## src/hdl/tptb_pkg.sv

```systemverilog
package tptb_pkg;

	localparam int PULSE_W = 32;
	localparam int DIV_W = 24;
	localparam int CNT_W = 32;
	localparam int CFG_IDX_W = 2;
	localparam int OUT_DATA_W = 72;

	localparam int SHORT_STEPS = 8;
	localparam int LONG_STEPS = 24;
	localparam int STEP_W = $clog2(LONG_STEPS + 1);

	localparam logic [CFG_IDX_W-1:0] REG_SHORT_DIV = CFG_IDX_W'(0);
	localparam logic [CFG_IDX_W-1:0] REG_LONG_DIV = CFG_IDX_W'(1);

	localparam logic [DIV_W-1:0] SHORT_DIV_RST = DIV_W'(532137);
	localparam logic [DIV_W-1:0] LONG_DIV_RST = DIV_W'(66517);
	localparam logic [DIV_W-1:0] LONG_SAT = {DIV_W{1'b1}};

	// one classified pulse waiting for the back end
	typedef struct packed {
		logic [PULSE_W-1:0] pulse;
		logic [CNT_W-1:0] elapsed;
		logic is_long;
		logic sat;
	} entry_t;

	// request to the serial divider
	typedef struct packed {
		logic start;
		logic [STEP_W-1:0] steps;
		logic [DIV_W-1:0] rem_init;
		logic [DIV_W-1:0] num_low;
		logic [DIV_W-1:0] div;
	} div_req_t;

endpackage

```

## src/hdl/tape_pulse_to_tap_bytes.sv

```systemverilog
// Encodes each pulse beat (length in microseconds) as TAP v1 bytes: one byte
// when floor(pulse*65536/short_divisor) is below 256, otherwise a zero byte and
// the 24-bit long quotient (saturated) least significant byte first. The front
// stage registers an accepted pulse and classifies it by compare; a queue of
// QUEUE_DEPTH entries feeds the back end, whose serial divider makes one
// quotient bit per cycle. For each entry the back end sets up the divider,
// runs 8 or 24 divide steps, takes the quotient, then emits one output beat
// per cycle while the output is ready; a saturated long code skips the divider.
// An accepted pulse passes the front register, the queue, the divider (unless
// saturated) and the output register before its first output beat is valid.
// Pulses queue up while the back end and the output register drain, so output
// stalls do not block input until the queue is full.
module tape_pulse_to_tap_bytes import tptb_pkg::*; #(
	parameter int QUEUE_DEPTH = 2
) (
	input logic clk,
	input logic arst_n,
	input logic cfg_we,
	input logic [CFG_IDX_W-1:0] cfg_index,
	input logic [DIV_W-1:0] cfg_data,
	input logic s_tvalid,
	output logic s_tready,
	input logic [PULSE_W-1:0] s_tdata, // [31:0] pulse_us
	output logic m_tvalid,
	input logic m_tready,
	output logic [OUT_DATA_W-1:0] m_tdata, // [7:0] data_byte, [39:8] bytes_so_far,
	// [71:40] elapsed_us
	output logic m_tlast // last_byte
);

	logic [DIV_W-1:0] short_div_q;
	logic [DIV_W-1:0] long_div_q;
	logic push;
	entry_t push_entry;
	logic q_full;
	logic q_valid;
	logic q_pop;
	entry_t q_entry;

	always_ff @(posedge clk or negedge arst_n) begin
		if (!arst_n) begin
			short_div_q <= SHORT_DIV_RST;
			long_div_q <= LONG_DIV_RST;
		end else if (cfg_we) begin
			case (cfg_index)
				REG_SHORT_DIV: short_div_q <= cfg_data;
				REG_LONG_DIV: long_div_q <= cfg_data;
				default: ;
			endcase
		end
	end

	tptb_front u_front (
		.clk(clk),
		.arst_n(arst_n),
		.s_tvalid(s_tvalid),
		.s_tready(s_tready),
		.s_tdata(s_tdata),
		.short_div(short_div_q),
		.long_div(long_div_q),
		.q_full(q_full),
		.push(push),
		.push_entry(push_entry)
	);

	tptb_fifo #(.DEPTH(QUEUE_DEPTH)) u_fifo (
		.clk(clk),
		.arst_n(arst_n),
		.push(push),
		.push_data(push_entry),
		.pop(q_pop),
		.pop_data(q_entry),
		.full(q_full),
		.not_empty(q_valid)
	);

	tptb_back u_back (
		.clk(clk),
		.arst_n(arst_n),
		.q_valid(q_valid),
		.q_entry(q_entry),
		.q_pop(q_pop),
		.short_div(short_div_q),
		.long_div(long_div_q),
		.m_tvalid(m_tvalid),
		.m_tready(m_tready),
		.m_tdata(m_tdata),
		.m_tlast(m_tlast)
	);

endmodule

```

## src/hdl/tptb_fifo.sv

```systemverilog
module tptb_fifo import tptb_pkg::*; #(
	parameter int DEPTH = 2
) (
	input logic clk,
	input logic arst_n,
	input logic push,
	input entry_t push_data,
	input logic pop,
	output entry_t pop_data,
	output logic full,
	output logic not_empty
);

	localparam int PW = $clog2(DEPTH);
	localparam int CW = $clog2(DEPTH + 1);

	entry_t mem_q [DEPTH];
	logic [PW-1:0] wr_ptr_q;
	logic [PW-1:0] rd_ptr_q;
	logic [CW-1:0] count_q;
	logic do_push;
	logic do_pop;

	assign full = (count_q == CW'(DEPTH));
	assign not_empty = (count_q != '0);
	assign do_push = push && !full;
	assign do_pop = pop && not_empty;
	assign pop_data = mem_q[rd_ptr_q];

	always_ff @(posedge clk) begin
		if (do_push) begin
			mem_q[wr_ptr_q] <= push_data;
		end
	end

	always_ff @(posedge clk or negedge arst_n) begin
		if (!arst_n) begin
			wr_ptr_q <= '0;
			rd_ptr_q <= '0;
			count_q <= '0;
		end else begin
			if (do_push) begin
				wr_ptr_q <= (wr_ptr_q == PW'(DEPTH - 1)) ? '0 : wr_ptr_q + 1'b1;
			end
			if (do_pop) begin
				rd_ptr_q <= (rd_ptr_q == PW'(DEPTH - 1)) ? '0 : rd_ptr_q + 1'b1;
			end
			if (do_push && !do_pop) begin
				count_q <= count_q + 1'b1;
			end else if (do_pop && !do_push) begin
				count_q <= count_q - 1'b1;
			end
		end
	end

endmodule

```

## src/hdl/tptb_front.sv

```systemverilog
module tptb_front import tptb_pkg::*; (
	input logic clk,
	input logic arst_n,
	input logic s_tvalid,
	output logic s_tready,
	input logic [PULSE_W-1:0] s_tdata, // pulse_us
	input logic [DIV_W-1:0] short_div,
	input logic [DIV_W-1:0] long_div,
	input logic q_full,
	output logic push,
	output entry_t push_entry
);

	logic valid_s1;
	entry_t entry_s1;
	logic [CNT_W-1:0] time_q;
	logic [CNT_W-1:0] time_next;
	logic accept;

	assign s_tready = !valid_s1 || !q_full;
	assign accept = s_tvalid && s_tready;
	assign push = valid_s1;
	assign push_entry = entry_s1;
	assign time_next = time_q + CNT_W'(s_tdata);

	always_ff @(posedge clk or negedge arst_n) begin
		if (!arst_n) begin
			valid_s1 <= 1'b0;
			entry_s1 <= '0;
			time_q <= '0;
		end else begin
			if (accept) begin
				valid_s1 <= 1'b1;
				time_q <= time_next;
				entry_s1.pulse <= s_tdata;
				entry_s1.elapsed <= time_next;
				// short quotient >= 256 iff pulse*256 >= short divisor
				entry_s1.is_long <= {s_tdata, 8'h00} >= {16'h0000, short_div};
				// long quotient overflows 24 bits iff pulse >= long divisor * 256
				entry_s1.sat <= s_tdata >= {long_div, 8'h00};
			end else if (!q_full) begin
				valid_s1 <= 1'b0;
			end
		end
	end

endmodule

```

## src/hdl/tptb_div.sv

```systemverilog
module tptb_div import tptb_pkg::*; (
	input logic clk,
	input logic arst_n,
	input div_req_t req,
	output logic done,
	output logic [DIV_W-1:0] quot
);

	logic run_q;
	logic done_q;
	logic [STEP_W-1:0] cnt_q;
	logic [DIV_W-1:0] rem_q;
	logic [DIV_W-1:0] num_q;
	logic [DIV_W-1:0] div_q;
	logic [DIV_W-1:0] quot_q;
	logic [DIV_W:0] trial;
	logic [DIV_W:0] diff;
	logic ge;

	assign trial = {rem_q, num_q[DIV_W-1]};
	assign ge = trial >= {1'b0, div_q};
	assign diff = trial - {1'b0, div_q};
	assign done = done_q;
	assign quot = quot_q;

	always_ff @(posedge clk or negedge arst_n) begin
		if (!arst_n) begin
			run_q <= 1'b0;
			done_q <= 1'b0;
			cnt_q <= '0;
			rem_q <= '0;
			num_q <= '0;
			div_q <= '0;
			quot_q <= '0;
		end else begin
			if (req.start) begin
				run_q <= 1'b1;
				done_q <= 1'b0;
				cnt_q <= req.steps;
				rem_q <= req.rem_init;
				num_q <= req.num_low;
				div_q <= req.div;
				quot_q <= '0;
			end else if (run_q) begin
				rem_q <= ge ? diff[DIV_W-1:0] : trial[DIV_W-1:0];
				num_q <= {num_q[DIV_W-2:0], 1'b0};
				quot_q <= {quot_q[DIV_W-2:0], ge};
				cnt_q <= cnt_q - 1'b1;
				done_q <= (cnt_q == STEP_W'(1));
				if (cnt_q == STEP_W'(1)) begin
					run_q <= 1'b0;
				end
			end else begin
				done_q <= 1'b0;
			end
		end
	end

endmodule

```

## src/hdl/tptb_back.sv

```systemverilog
module tptb_back import tptb_pkg::*; (
	input logic clk,
	input logic arst_n,
	input logic q_valid,
	input entry_t q_entry,
	output logic q_pop,
	input logic [DIV_W-1:0] short_div,
	input logic [DIV_W-1:0] long_div,
	output logic m_tvalid,
	input logic m_tready,
	output logic [OUT_DATA_W-1:0] m_tdata, // data_byte, bytes_so_far, elapsed_us
	output logic m_tlast // last_byte
);

	typedef enum logic [1:0] {ST_IDLE, ST_DIV, ST_EMIT} state_t;

	state_t state_q;
	entry_t ent_q;
	logic [DIV_W-1:0] lv_q;
	logic [1:0] idx_q;
	logic [CNT_W-1:0] count_q;
	logic m_tvalid_q;
	logic m_tlast_q;
	logic [7:0] byte_q;
	logic [CNT_W-1:0] cnt_out_q;
	logic [CNT_W-1:0] elap_out_q;
	div_req_t req;
	logic div_done;
	logic [DIV_W-1:0] div_quot;
	logic [7:0] sel_byte;
	logic sel_last;
	logic slot_free;

	assign q_pop = (state_q == ST_IDLE) && q_valid;
	assign slot_free = !m_tvalid_q || m_tready;

	always_comb begin
		req.start = q_pop && !(q_entry.is_long && q_entry.sat);
		if (q_entry.is_long) begin
			req.steps = STEP_W'(LONG_STEPS);
			req.rem_init = q_entry.pulse[PULSE_W-1:8];
			req.num_low = {q_entry.pulse[7:0], 16'h0000};
			req.div = long_div;
		end else begin
			req.steps = STEP_W'(SHORT_STEPS);
			req.rem_init = {q_entry.pulse[15:0], 8'h00};
			req.num_low = '0;
			req.div = short_div;
		end
	end

	tptb_div u_div (
		.clk(clk),
		.arst_n(arst_n),
		.req(req),
		.done(div_done),
		.quot(div_quot)
	);

	always_comb begin
		sel_byte = lv_q[7:0];
		sel_last = 1'b1;
		if (ent_q.is_long) begin
			case (idx_q)
				2'd0: begin
					sel_byte = 8'h00;
					sel_last = 1'b0;
				end
				2'd1: begin
					sel_byte = lv_q[7:0];
					sel_last = 1'b0;
				end
				2'd2: begin
					sel_byte = lv_q[15:8];
					sel_last = 1'b0;
				end
				default: begin
					sel_byte = lv_q[23:16];
					sel_last = 1'b1;
				end
			endcase
		end
	end

	always_ff @(posedge clk or negedge arst_n) begin
		if (!arst_n) begin
			state_q <= ST_IDLE;
			ent_q <= '0;
			lv_q <= '0;
			idx_q <= '0;
			count_q <= '0;
			m_tvalid_q <= 1'b0;
			m_tlast_q <= 1'b0;
			byte_q <= '0;
			cnt_out_q <= '0;
			elap_out_q <= '0;
		end else begin
			if (m_tvalid_q && m_tready && (state_q != ST_EMIT)) begin
				m_tvalid_q <= 1'b0;
			end
			case (state_q)
				ST_IDLE: begin
					if (q_valid) begin
						ent_q <= q_entry;
						idx_q <= '0;
						if (q_entry.is_long && q_entry.sat) begin
							lv_q <= LONG_SAT;
							state_q <= ST_EMIT;
						end else begin
							state_q <= ST_DIV;
						end
					end
				end
				ST_DIV: begin
					if (div_done) begin
						lv_q <= div_quot;
						state_q <= ST_EMIT;
					end
				end
				ST_EMIT: begin
					if (slot_free) begin
						m_tvalid_q <= 1'b1;
						m_tlast_q <= sel_last;
						byte_q <= sel_byte;
						count_q <= count_q + 1'b1;
						cnt_out_q <= count_q + 1'b1;
						elap_out_q <= ent_q.elapsed;
						if (sel_last) begin
							state_q <= ST_IDLE;
						end else begin
							idx_q <= idx_q + 1'b1;
						end
					end
				end
				default: begin
					state_q <= ST_IDLE;
				end
			endcase
		end
	end

	assign m_tvalid = m_tvalid_q;
	assign m_tlast = m_tlast_q;
	assign m_tdata = {elap_out_q, cnt_out_q, byte_q};

endmodule

```

## config.mk

```make
export PLATFORM = sky130hd
export DESIGN_NAME = tape_pulse_to_tap_bytes
export DESIGN_NICKNAME = d
export VERILOG_FILES = /design/src/hdl/tptb_pkg.sv /design/src/hdl/tape_pulse_to_tap_bytes.sv /design/src/hdl/tptb_fifo.sv /design/src/hdl/tptb_front.sv /design/src/hdl/tptb_div.sv /design/src/hdl/tptb_back.sv
export SDC_FILE = /design/constraint.sdc
export NUM_CORES = 1
export LEC_CHECK = 0
export BUFFER_PORTS_ARGS = -buffer_cell sky130_fd_sc_hd__buf_2
export CAP_MARGIN = 5
export CORE_UTILIZATION = 40
export CTS_BUF_LIST = sky130_fd_sc_hd__clkbuf_4 sky130_fd_sc_hd__clkbuf_8
export CTS_CLUSTER_SIZE = 28
export DETAILED_ROUTE_END_ITERATION = 10
export PLACE_DENSITY = 0.57
export SLEW_MARGIN = 10
export SYNTH_ARGS = -nofsm -noshare
export SYNTH_HDL_FRONTEND = slang
export SYNTH_SLANG_ARGS = --single-unit
```

## constraint.sdc

```tcl
create_clock -name clk -period 4.7 [get_ports clk]
set_clock_uncertainty 0.05 [all_clocks]
set_input_delay 1.41 -clock clk [delete_from_list [all_inputs] [get_ports clk]]
set_output_delay 1.41 -clock clk [all_outputs]
set_load 0.01 [all_outputs]
```

## After elaboration in Yosys (flattened, before gate mapping)

Memory sizes are Yosys's and may differ from the RTL's.
Index checks and enable logic that the tools add are counted.

| word-level totals | value |
|---|---|
| word-level logic and storage cells | 133 |
| memories kept | 1 |
| register bits after elaboration | 357 |
| bits of input ports | 63 |
| output and inout port bits | 75 |
| memory bits (writable) | 132 |

Memory list:

| memory | depth | bits a word | rd ports | clocked after memory_dff | wr ports | RTL line | source |
|---|---|---|---|---|---|---|---|
| u_fifo.mem_q | 2 | 66 | 1 | 0 | 1 | tptb_fifo.sv:17 | `entry_t mem_q [DEPTH];` |

| cells by class | value |
|---|---|
| $add $sub $neg | 9 |
| equal/unequal tests | 15 |
| magnitude comparators | 3 |
| mux-type cells | 44 |
| reduce and logical (&&, ||, !) cells | 34 |

Operators by type and width:

| operator | count |
|---|---|
| 24-bit two-way mux | 10 |
| 77-bit two-way mux | 1 |
| 24-bit one-hot mux with 2 select lines | 1 |
| 40-bit by 24-bit greater-or-equal comparator with 1-bit output | 1 |
| 32-bit by 1-bit adder with 32-bit output (second input constant) | 1 |
| 32-bit adder | 1 |
| 32-bit greater-or-equal comparator | 1 |
| 25-bit by 24-bit greater-or-equal comparator with 1-bit output | 1 |
| 8-bit one-hot mux with 3 select lines | 1 |
| 24-bit subtractor | 1 |
| 2-bit two-way mux | 10 |
| 1-bit two-way mux | 16 |
| 4-bit AND reduction | 3 |
| 1-bit logical AND | 10 |
| 5-bit two-way mux | 2 |
| 2-bit != test (second input constant) | 5 |
| 2-bit nonzero test | 5 |
| 8-bit two-way mux | 1 |
| 2-bit AND reduction | 4 |
| 2-bit by 1-bit == test with 1-bit output (second input constant) | 3 |
| 2-bit == test (second input constant) | 3 |
| 1-bit zero test | 6 |
| 2-bit zero test | 3 |
| 2-bit by 1-bit != test with 1-bit output (second input constant) | 3 |
| other kinds (9) | 12 |

## Longest topological paths before layout

Gate-level depths: netlist (run 1).

| depth | value |
|---|---|
| word-level depth | 7 |
| mapped depth | 14 |
| gate-level depth less buffers | 13 |

## Modules after synthesis

From an unflattened synthesis (run 1), not the netlist that was laid out.

| second synthesis, totals | value |
|---|---|
| cell total of the unflattened synthesis | 2209 |
| area total of the unflattened synthesis | 24537.3 µm² |

By module, submodules not included:

| module | instances | cells each | sequential area each (µm²) | area each (µm²) |
|---|---|---|---|---|
| tptb_back | 1 | 594 | 3378.2 | 6239.7 |
| tptb_div | 1 | 639 | 2577.5 | 6060.8 |
| tptb_front | 1 | 650 | 1676.6 | 5327.6 |
| tptb_fifo | 1 | 224 | 4063.9 | 5073.6 |
| tape_pulse_to_tap_bytes | 1 | 102 | 1222.4 | 1835.5 |

## Worst setup path after synthesis (run 1)

No wires, ideal clock.

| timing | value |
|---|---|
| kind | reg-to-reg |
| from | register u_fifo.count_q[0] |
| to | memory u_fifo.mem_q[0][0] (netlist name) (enable) |
| period minus slack after synthesis | 3.911 ns |
| setup time | 0.490 ns |
| setup slack | 0.789 ns |
| stages on the path, launching flop included | 4 |
| data required time | 4.160 ns |
| arrival time | 3.371 ns |
| cells stage by stage | dfrtp_1 -> nand2b_1 -> nand2_1 -> nor2_1 |

| on the way | value |
|---|---|
| cells in the longest elaborated chain, start to end | 5 |

RTL lines:

| what | RTL line | source |
|---|---|---|
| from (decl) | tptb_fifo.sv:20 | `logic [CW-1:0] count_q;` |
| from (signal assigned) | tptb_fifo.sv:49 | `count_q <= count_q + 1'b1;` |
| from (signal assigned) | tptb_fifo.sv:51 | `count_q <= count_q - 1'b1;` |
| 2-bit == test | tptb_fifo.sv:24 | `assign full = (count_q == CW'(DEPTH));` |
| 1-bit zero test | tptb_fifo.sv:26 | `assign do_push = push && !full;` |
| 1-bit logical AND | tptb_fifo.sv:26 |  |
| 1-bit two-way mux | tptb_fifo.sv:31 | `if (do_push) begin` |
| 1-bit two-way mux (implied by the code) | tptb_fifo.sv:32 | `mem_q[wr_ptr_q] <= push_data;` |
| to (decl) | tptb_fifo.sv:17 |  |

Every way passes these cells.

## Final worst setup path (run 1)

| timing | value |
|---|---|
| from | input s_tdata[0] |
| to | register u_front.entry_s1, in the netlist u_front.push_entry[30] |

| on the way | value |
|---|---|
| cells in the longest elaborated chain, start to end | 1 |

RTL lines:

| what | RTL line | source |
|---|---|---|
| from (decl) | tape_pulse_to_tap_bytes.sv:23 | `input logic [PULSE_W-1:0] s_tdata,` |
| 32-bit adder | tptb_front.sv:24 | `assign time_next = time_q + CNT_W'(s_tdata);` |
| to (decl) | tptb_front.sv:15 | `entry_t entry_s1;` |

Every way passes these cells.
A chain may end at the register's enable or synchronous reset.

==> tab_implementation.tex, run 1 <==
\begin{tabular}{lr}
\hline
Metric & Value \\
\hline
\multicolumn{2}{l}{\textbf{Timing}} \\
\quad Final setup vio count & 0 \\
\quad Final max-slew violation count & 0 \\
\quad Total count of hold-check failures in the final report & 0 \\
\quad Post-route setup TNS & 0 ps \\
\quad Slew at the pin closest to its max-slew limit & 1180 ps \\
\quad Time the worst path needs with I/O delays and setup & roughly 3900 ps \\
\quad F\_max & roughly 260 MHz \\
\quad Relative slew margins & 21.4\% \\
\quad Unrepaired setup endpoints after global routing & false \\
\quad Part of the cycle the worst path needs & 82.2\% \\
\multicolumn{2}{l}{\textbf{Synthesis}} \\
\quad Proportion of netlist area held by the largest area contributor & 36.3\% \\
\quad Share of cell area taken by muxes after synthesis & 5.98\% \\
\quad Combinational family with the most area after synthesis & compound AO/OA/AOI/OAI gates \\
\quad Synthesized area per cell & between 10 and 15 um2 \\
\quad Cell type with the largest total area after synthesis & dfrtp\_1 \\
\quad Simple-gate portion of the synthesized area & 12.2\% \\
\quad Cell count after synthesis & slightly above 2000 \\
\quad Post-synthesis share of cell area spent on xor and xnor gates & between 3 and 4\% \\
\quad Most common flop cell mapped by yosys & dfrtp\_1 \\
\quad Fraction of the mapped netlist area in compound gates & a little over an eighth \\
\quad Synthesized area & around 22000 um2 \\
\quad Synthesis Warnings & 0 \\
\quad Cells taking the most area after synthesis & dfrtp\_1, edfxtp\_1, nand2\_1, ha\_1, mux2i\_1 \\
\quad Proportion of register bits with asynchronous set or reset after synthesis & slightly above 70\% \\
\quad Mapped Nets & 2222 \\
\quad Seq cells post-synth & 473 \\
\quad Fraction of the yosys area taken by sequential cells & 56.1\% \\
\quad Area share of fa/ha/maj cells after synthesis & 5.90\% \\
\quad Post-synth EDFFs & 132 \\
\quad Unique masters post-synth & 69 \\
\multicolumn{2}{l}{\textbf{Critical path}} \\
\quad Critical Path Max Stage Delay & just over 400 ps \\
\quad Critical R2R Launch & u\_front.push\_entry[2] \\
\quad Reg2reg end & u\_front.push\_entry[30] \\
\quad Cell chain of the critical path & buf\_2 -> ha\_1 -> fa\_1 -> a21o\_1 -> a21oi\_1 -> o21ai\_0 -> a21oi\_1 -> o31a\_1 -> o21bai\_1 -> o311a\_1 -> o21a\_1 -> o31ai\_1 \\
\quad Category of the worst setup path capture point & flop \\
\quad Endpoint required time on the critical path & $\sim$5200 ps \\
\quad Maximum fanout count along the critical path & 4 \\
\quad Cell depth of the worst flop-to-flop path & 11 \\
\quad CP startpoint & s\_tdata[0] \\
\quad Crit path max-delay cell type & fa\_1 \\
\quad Start-to-end type of the worst setup path & in2reg \\
\quad Cell family contributing the most delay on the critical path & compound AO/OA/AOI/OAI gates \\
\quad Critical Path End & u\_front.push\_entry[30] \\
\quad Register-to-register setup slack & between 1000 and 1500 ps \\
\quad Worst endpoint data arrival time & approximately 4400 ps \\
\quad Buffers and inverters on the worst path & 1 \\
\quad Kind of launch point of the worst setup path & input pin \\
\quad Critical path depth & 12 \\
\quad CP dominant cell by count & a21oi\_1 \\
\multicolumn{2}{l}{\textbf{Power}} \\
\quad Pwr dens & about 710 nW/um2 \\
\quad Clock power share & approximately 22\% \\
\quad Sequential Power Share & about two fifths \\
\quad Largest voltage drop on the vdd net & between 0.0002 and 0.0003 V \\
\quad Total power after layout & 18.1 mW \\
\quad Internal portion of total power & about 11 mW \\
\quad Switching power & $\sim$7 mW \\
\quad Proportion of total power due to net switching & about two fifths \\
\quad Static Leakage & $\sim$12 nW \\
\quad Logic pwr share & $\sim$39\% \\
\multicolumn{2}{l}{\textbf{Routing}} \\
\quad Drt via density & $\sim$5.3 \\
\quad Number of DRC violations after detailed-routing iteration 0 & approximately 910 \\
\quad Total number of vias & approximately 16000 \\
\quad Wirelength, routed & 57000 um \\
\quad Detailed-route wire length per cell & approximately 19 um \\
\quad Remaining DRCs & 0 \\
\quad First-pass iteration count of the detailed router & 6 \\
\quad Number of routed nets with antenna violations & 0 \\
\multicolumn{2}{l}{\textbf{Final layout}} \\
\quad Count of placed standard cells in the final layout, fillers left out & 3024 \\
\quad Design area & approximately 26000 um2 \\
\quad Final net count & around 2400 \\
\quad Growth of design area from synthesis to finish & 14.9\% \\
\quad Share of the core filled with cells in the final layout & between 40\% and 50\% \\
\quad Filler cells & between 5000 and 6000 \\
\quad Layout cells sized above 1 & about 17\% \\
\multicolumn{2}{l}{\textbf{Floorplan}} \\
\quad Die Outline Area & 56700 um2 \\
\quad Die Ht & between 200 and 250 um \\
\quad Starting density of the core & a little over 40\% \\
\quad Core Area & $\sim$55000 um2 \\
\quad I/O pin count & roughly 140 \\
\quad Die span in x & around 240 um \\
\quad Num rows & 86 \\
\multicolumn{2}{l}{\textbf{Hold path}} \\
\quad Worst min path class & reg2reg \\
\multicolumn{2}{l}{\textbf{Placed design}} \\
\quad Placer Congestion & a little over 0.9 \\
\quad Number of buffers inserted by port buffering & about 140 \\
\quad Placed Instances & between 2000 and 3000 \\
\quad Half-perimeter wire length after placement & between 30000 and 40000 um \\
\quad Total cell area at the placement stage & 23900 um2 \\
\multicolumn{2}{l}{\textbf{Clocking}} \\
\quad Worst-skew pair later-pin latency & 670 ps \\
\quad Post-CTS Repair Setup Buffers & 0 \\
\quad Clock Tree Root & clkbuf\_8 \\
\quad CTS tree & done \\
\quad Post-cts repair resize count & 0 \\
\quad Max Root-Sink Buffers & 3 \\
\quad Hold bufs inserted after CTS & 0 \\
\quad CTS buffer count & 84 \\
\quad H-tree depth & 3 \\
\quad Post-CTS clock slew at the launch and capture registers of the worst setup and hold paths & approximately 50 ps \\
\quad Clock sinks & about 470 \\
\multicolumn{2}{l}{\textbf{Global route}} \\
\quad Wire length of the first global-routing pass & around 90000 um \\
\quad Pin count of the biggest net entering global routing & 95 \\
\quad Total grt overflow & 0 \\
\quad Initial antenna violation count & 4 \\
\quad Overall track demand over capacity in global routing & about a fifth \\
\quad Number of global-route vias before repair & 16000 \\
\multicolumn{2}{l}{\textbf{Outcome}} \\
\quad Status & complete, no violations \\
\multicolumn{2}{l}{\textbf{Flow run}} \\
\quad Max-cap viol count & 0 \\
\hline
\end{tabular}
==> tightest hold or removal path, delay by kind of cell (launching register included) <==
| family | cells | cell delay [ps] |
|---|---|---|
| flip-flops | 1 | 340 |
| AND/OR/NAND/NOR | 2 | 100 |
==> flip-flops by register name (all words and copies together), names as in the netlist, 2 cells and up <==
signal and flops:
u_back.u_div.num_q 8, u_back.u_div.div_q 24, u_back.elap_out_q 32, u_fifo.count_q 2, u_back.byte_q 8, u_back.state_q 2
short_div_q 24, u_back.count_q 32, u_back.lv_q 24, long_div_q 24, u_fifo.mem_q 132, u_back.u_div.cnt_q 5
u_back.u_div.rem_q 24, u_front.push_entry 66, u_back.ent_q 33, u_back.u_div.quot 24, u_back.idx_q 2
==> final cells by class <==
| cell class | count | area (um2) | area share (%) |
|---|---|---|---|
| flip-flops and latches | 473 | 12500 | 48.8 |
| multi-input cells | 1398 | 9160 | 35.7 |
| clock buffers | 136 | 1640 | 6.40 |
| well taps | 748 | 936 | 3.65 |
| repair buffers | 160 | 906 | 3.53 |
| inverters | 90 | 338 | 1.32 |
| clock inverters | 17 | 139 | 0.542 |
| diodes | 2 | 5.00 | 0.0195 |
==> placed cells by master, fill, tap and decap left out, types with 27 or more instances in the layout <==
| cell | instances |
|---|---|
| edfxtp_1 | 132 |
| nor2_1 | 114 |
| a21oi_1 | 105 |
| o22a_1 | 27 |
| a211oi_1 | 48 |
| o21ai_0 | 118 |
| nand2_1 | 346 |
| clkbuf_8 | 99 |
| xnor2_1 | 60 |
| dfrtp_1 | 322 |
| ha_1 | 102 |
| mux2_2 | 35 |
| buf_2 | 136 |
| clkbuf_4 | 37 |
| a21o_1 | 39 |
| inv_1 | 90 |
| mux2i_1 | 93 |
==> how the worst min path moves through the flow <==
stage	end	depth (start not counted)	slack (ps)	start
after global routing	u_fifo.mem_q[0][52]	0	430	u_front.push_entry[52]
after global placement	u_fifo.mem_q[1][63]	0	400	u_front.push_entry[63]
final	u_back.elap_out_q[18]	2	410	u_back.ent_q[20]
after detailed placement	u_back.elap_out_q[10]	2	410	u_back.ent_q[12]
after CTS	u_fifo.mem_q[0][57]	0	410	u_front.push_entry[57]
after floorplan	u_back.state_q[0]	1	390	u_back.u_div.done
==> kinds of logic (layout without fill, tap and decap cells) <==
kind of cell	after synthesis	in the layout
other	0	2
adders and majority gates	104	104
DFF	473	473
buffers and inverters	184	403
and+or+nand+nor	621	621
muxes	129	129
xor gates and xnor gates	85	85
AOI/OAI and AO/OA	459	459
==> cell usage after synthesis, drive strengths merged (25+ instances only) <==
| library cell | n |
|---|---|
| a211oi | 48 |
| a21o | 39 |
| a21oi | 105 |
| clkbuf | 78 |
| dfrtp | 324 |
| edfxtp | 132 |
| ha | 102 |
| inv | 90 |
| mux2 | 35 |
| mux2i | 94 |
| nand2 | 347 |
| nand3 | 26 |
| nor2 | 117 |
| o21ai | 123 |
| o22a | 27 |
| xnor2 | 60 |
| xor2 | 25 |
==> per-stage QoR <==
step	hold WS (ps)	worst slack [ps]
after floorplan	385	789
after global placement	402	205
after detailed placement	405	221
after CTS	409	909
after global routing	431	739
final	413	839
==> per-layer routing <==
metal | up-vias | part of all wire (%) | track usage, %
met5 | - | 0.018 | 0
met2 | 393 | 46 | 32.1
met1 | 7866 | 46 | 28.2
met4 | 2 | 3.1 | 7.73
met3 | 115 | 4.7 | 3.68
li1 | 7630 | - | -
==> power groups by stage <==
stage	combinational [mW]	clock (mW)	sequential, mW
after CTS	7.16	4.12	7.05
after floorplan	5.30	0	6.74
final	7.09	4.01	7.04
after global placement	6.97	0	7.05
after detailed placement	7.11	0	7.11
after global routing	7.97	4.30	7.22
Note: power is estimated with default switching activity, not from simulation.
==> run 2: changes to the inputs <==
==> constraint.sdc (replaced) <==
create_clock -name clk -period 3.75 [get_ports clk]
set_clock_uncertainty 0.05 [all_clocks]
set_input_delay 1.125 -clock clk [delete_from_list [all_inputs] [get_ports clk]]
set_output_delay 1.125 -clock clk [all_outputs]
set_load 0.01 [all_outputs]
==> tab_implementation.tex, run 2 (same netlist as run 1, synthesis figures left out) <==
\begin{tabular}{lr}
\hline
Metric & Value \\
\hline
\multicolumn{2}{l}{\textbf{Flow run}} \\
\quad Max-cap viol count & 0 \\
\multicolumn{2}{l}{\textbf{Timing}} \\
\quad Relative slew margins & 36.9\% \\
\quad Slew at the pin closest to its max-slew limit & roughly 940 ps \\
\quad Final max-slew violation count & 0 \\
\quad Part of the cycle the worst path needs & between 90\% and 100\% \\
\quad Total count of hold-check failures in the final report & 0 \\
\quad Time the worst path needs with I/O delays and setup & about 3400 ps \\
\quad F\_max & between 200 and 300 MHz \\
\quad Final setup vio count & 0 \\
\quad Unrepaired setup endpoints after global routing & false \\
\multicolumn{2}{l}{\textbf{Power}} \\
\quad Largest voltage drop on the vdd net & about 0.0003 V \\
\quad Pwr dens & between 800 and 900 nW/um2 \\
\quad Static Leakage & between 10 and 15 nW \\
\multicolumn{2}{l}{\textbf{Placed design}} \\
\quad Total cell area at the placement stage & roughly 24000 um2 \\
\quad Placer Congestion & 0.913 \\
\quad Half-perimeter wire length after placement & just over 40000 um \\
\quad Number of buffers inserted by port buffering & approximately 140 \\
\multicolumn{2}{l}{\textbf{Critical path}} \\
\quad Start-to-end type of the worst setup path & in2reg \\
\quad Category of the worst setup path capture point & flop \\
\quad Maximum fanout count along the critical path & 3 \\
\quad Endpoint required time on the critical path & 4270 ps \\
\quad Worst endpoint data arrival time & around 3900 ps \\
\quad Kind of launch point of the worst setup path & input pin \\
\multicolumn{2}{l}{\textbf{Clocking}} \\
\quad Post-cts repair resize count & 0 \\
\quad Clock sinks & 473 \\
\quad Post-CTS Repair Setup Buffers & 0 \\
\quad Max Root-Sink Buffers & 3 \\
\quad Post-CTS clock slew at the launch and capture registers of the worst setup and hold paths & about 60 ps \\
\quad H-tree depth & 3 \\
\quad Worst-skew pair later-pin latency & $\sim$670 ps \\
\quad Hold bufs inserted after CTS & 0 \\
\quad Clock Tree Root & clkbuf\_8 \\
\quad CTS tree & done \\
\quad CTS buffer count & between 80 and 90 \\
\multicolumn{2}{l}{\textbf{Global route}} \\
\quad Overall track demand over capacity in global routing & 20.9\% \\
\quad Total grt overflow & 0 \\
\quad Number of global-route vias before repair & roughly 16000 \\
\quad Initial antenna violation count & 9 \\
\quad Wire length of the first global-routing pass & approximately 92000 um \\
\quad Pin count of the biggest net entering global routing & 73 \\
\multicolumn{2}{l}{\textbf{Final layout}} \\
\quad Number of flip-flops in the largest register & around 130 \\
\quad Leading cell types in the layout, fill and taps excluded & nand2\_1, dfrtp\_1, buf\_2, edfxtp\_1, o21ai\_0 \\
\quad Layout cells sized above 1 & 18.4\% \\
\quad Final net count & about 2400 \\
\quad Top register by number of flip-flops & u\_fifo.mem\_q \\
\quad Design area & between 20000 and 30000 um2 \\
\quad Growth of design area from synthesis to finish & 16.6\% \\
\quad Leading cell type in the layout, fill and taps excluded & nand2\_1 \\
\quad Share of the core filled with cells in the final layout & $\sim$47\% \\
\multicolumn{2}{l}{\textbf{Floorplan}} \\
\quad Die span in x & $\sim$240 um \\
\quad Die Ht & between 200 and 250 um \\
\quad Die Outline Area & about 57000 um2 \\
\quad Num rows & 86 \\
\quad Starting density of the core & between 40\% and 50\% \\
\quad I/O pin count & 138 \\
\quad Core Area & 55100 um2 \\
\multicolumn{2}{l}{\textbf{Routing}} \\
\quad Number of routed nets with antenna violations & 0 \\
\quad Remaining DRCs & 0 \\
\quad Detailed-route wire length per cell & about 19 um \\
\quad Wirelength, routed & just under 60000 um \\
\quad Number of DRC violations after detailed-routing iteration 0 & 889 \\
\quad First-pass iteration count of the detailed router & 5 \\
\quad Drt via density & about 5.2 \\
\quad Total number of vias & $\sim$16000 \\
\multicolumn{2}{l}{\textbf{Outcome}} \\
\quad Status & complete, no violations \\
\multicolumn{2}{l}{\textbf{Hold path}} \\
\quad Worst min path class & in2async \\
\hline
\end{tabular}
-- run 2: cell count changes in the layout (fill, tap and decap cells not counted), sizes merged --
cell / before / now
buf: 160 / 201
clkbuf: 136 / 132
clkinv: 11 / 18
clkinvlp: 3 / 4
diode: 2 / 6
-- run 2: power by group --
part | leakage (nW) | switching [mW] | internal [mW]
combinational | 5.73 | 5.45 | 3.78
clock | 0.946 | 2.16 | 2.87
sequential | 5.34 | 1.28 | 7.50
total | 12.0 | 8.90 | 14.2
-- run 2: path summary, 6_finish.rpt --
check	start	end	slack, ps	cells past startpoint
max in group asynchronous	arst_n	long_div_q[4]	2300	2
max reg2reg	u_back.u_div.num_q[23]	u_back.u_div.rem_q[18]	380	13
min in group clk	u_back.ent_q[20]	u_back.elap_out_q[18]	400	2
min reg2reg	u_back.ent_q[20]	u_back.elap_out_q[18]	400	2
min	arst_n	u_back.count_q[14]	390	1
max	s_tdata[0]	u_front.push_entry[30]	350	14
-- run 2: worst max-delay path, cell delays in order --
cell and delay, ps:
buf_2 110, ha_1 220, fa_1 390, a21o_1 190
a21oi_1 150, buf_4 160, o21ai_0 130, a21oi_1 240
buf_4 160, o31a_1 200, o21bai_1 140, o311a_1 340
o21a_1 180, o31ai_1 190
-- run 2: layout make-up --
type,count,area [um2]
fillers,5221,29100
flip-flops and latches,473,12500
multi-input cells,1398,9160
clock buffers,132,1610
repair buffers,201,1260
well taps,748,936
inverters,90,338
clock inverters,25,178
diodes,6,15.0
-- run 2: metrics by stage --
step | TNS [ps] | worst slack [ps] | hold WS (ps) | power [mW] | cells
floorplan | 0 | 227 | 385 | 15.1 | 2055
global placement | -1320 | -294 | 398 | 17.9 | 2910
detailed placement | -1410 | -281 | 407 | 18.1 | 2910
CTS | 0 | 411 | 370 | 23.3 | 3067
global route | 0 | 126 | 404 | 24.7 | 3069
finish | 0 | 351 | 395 | 23.0 | 3073
-- run 2: metal layers --
metal	GRT usage, %	vias to the layer above	share of wire, %
met5	0	-	0.046
met4	9.09	4	3.8
met3	4.62	137	5.1
met2	32.7	355	46
met1	27.9	7798	45
li1	-	7726	-
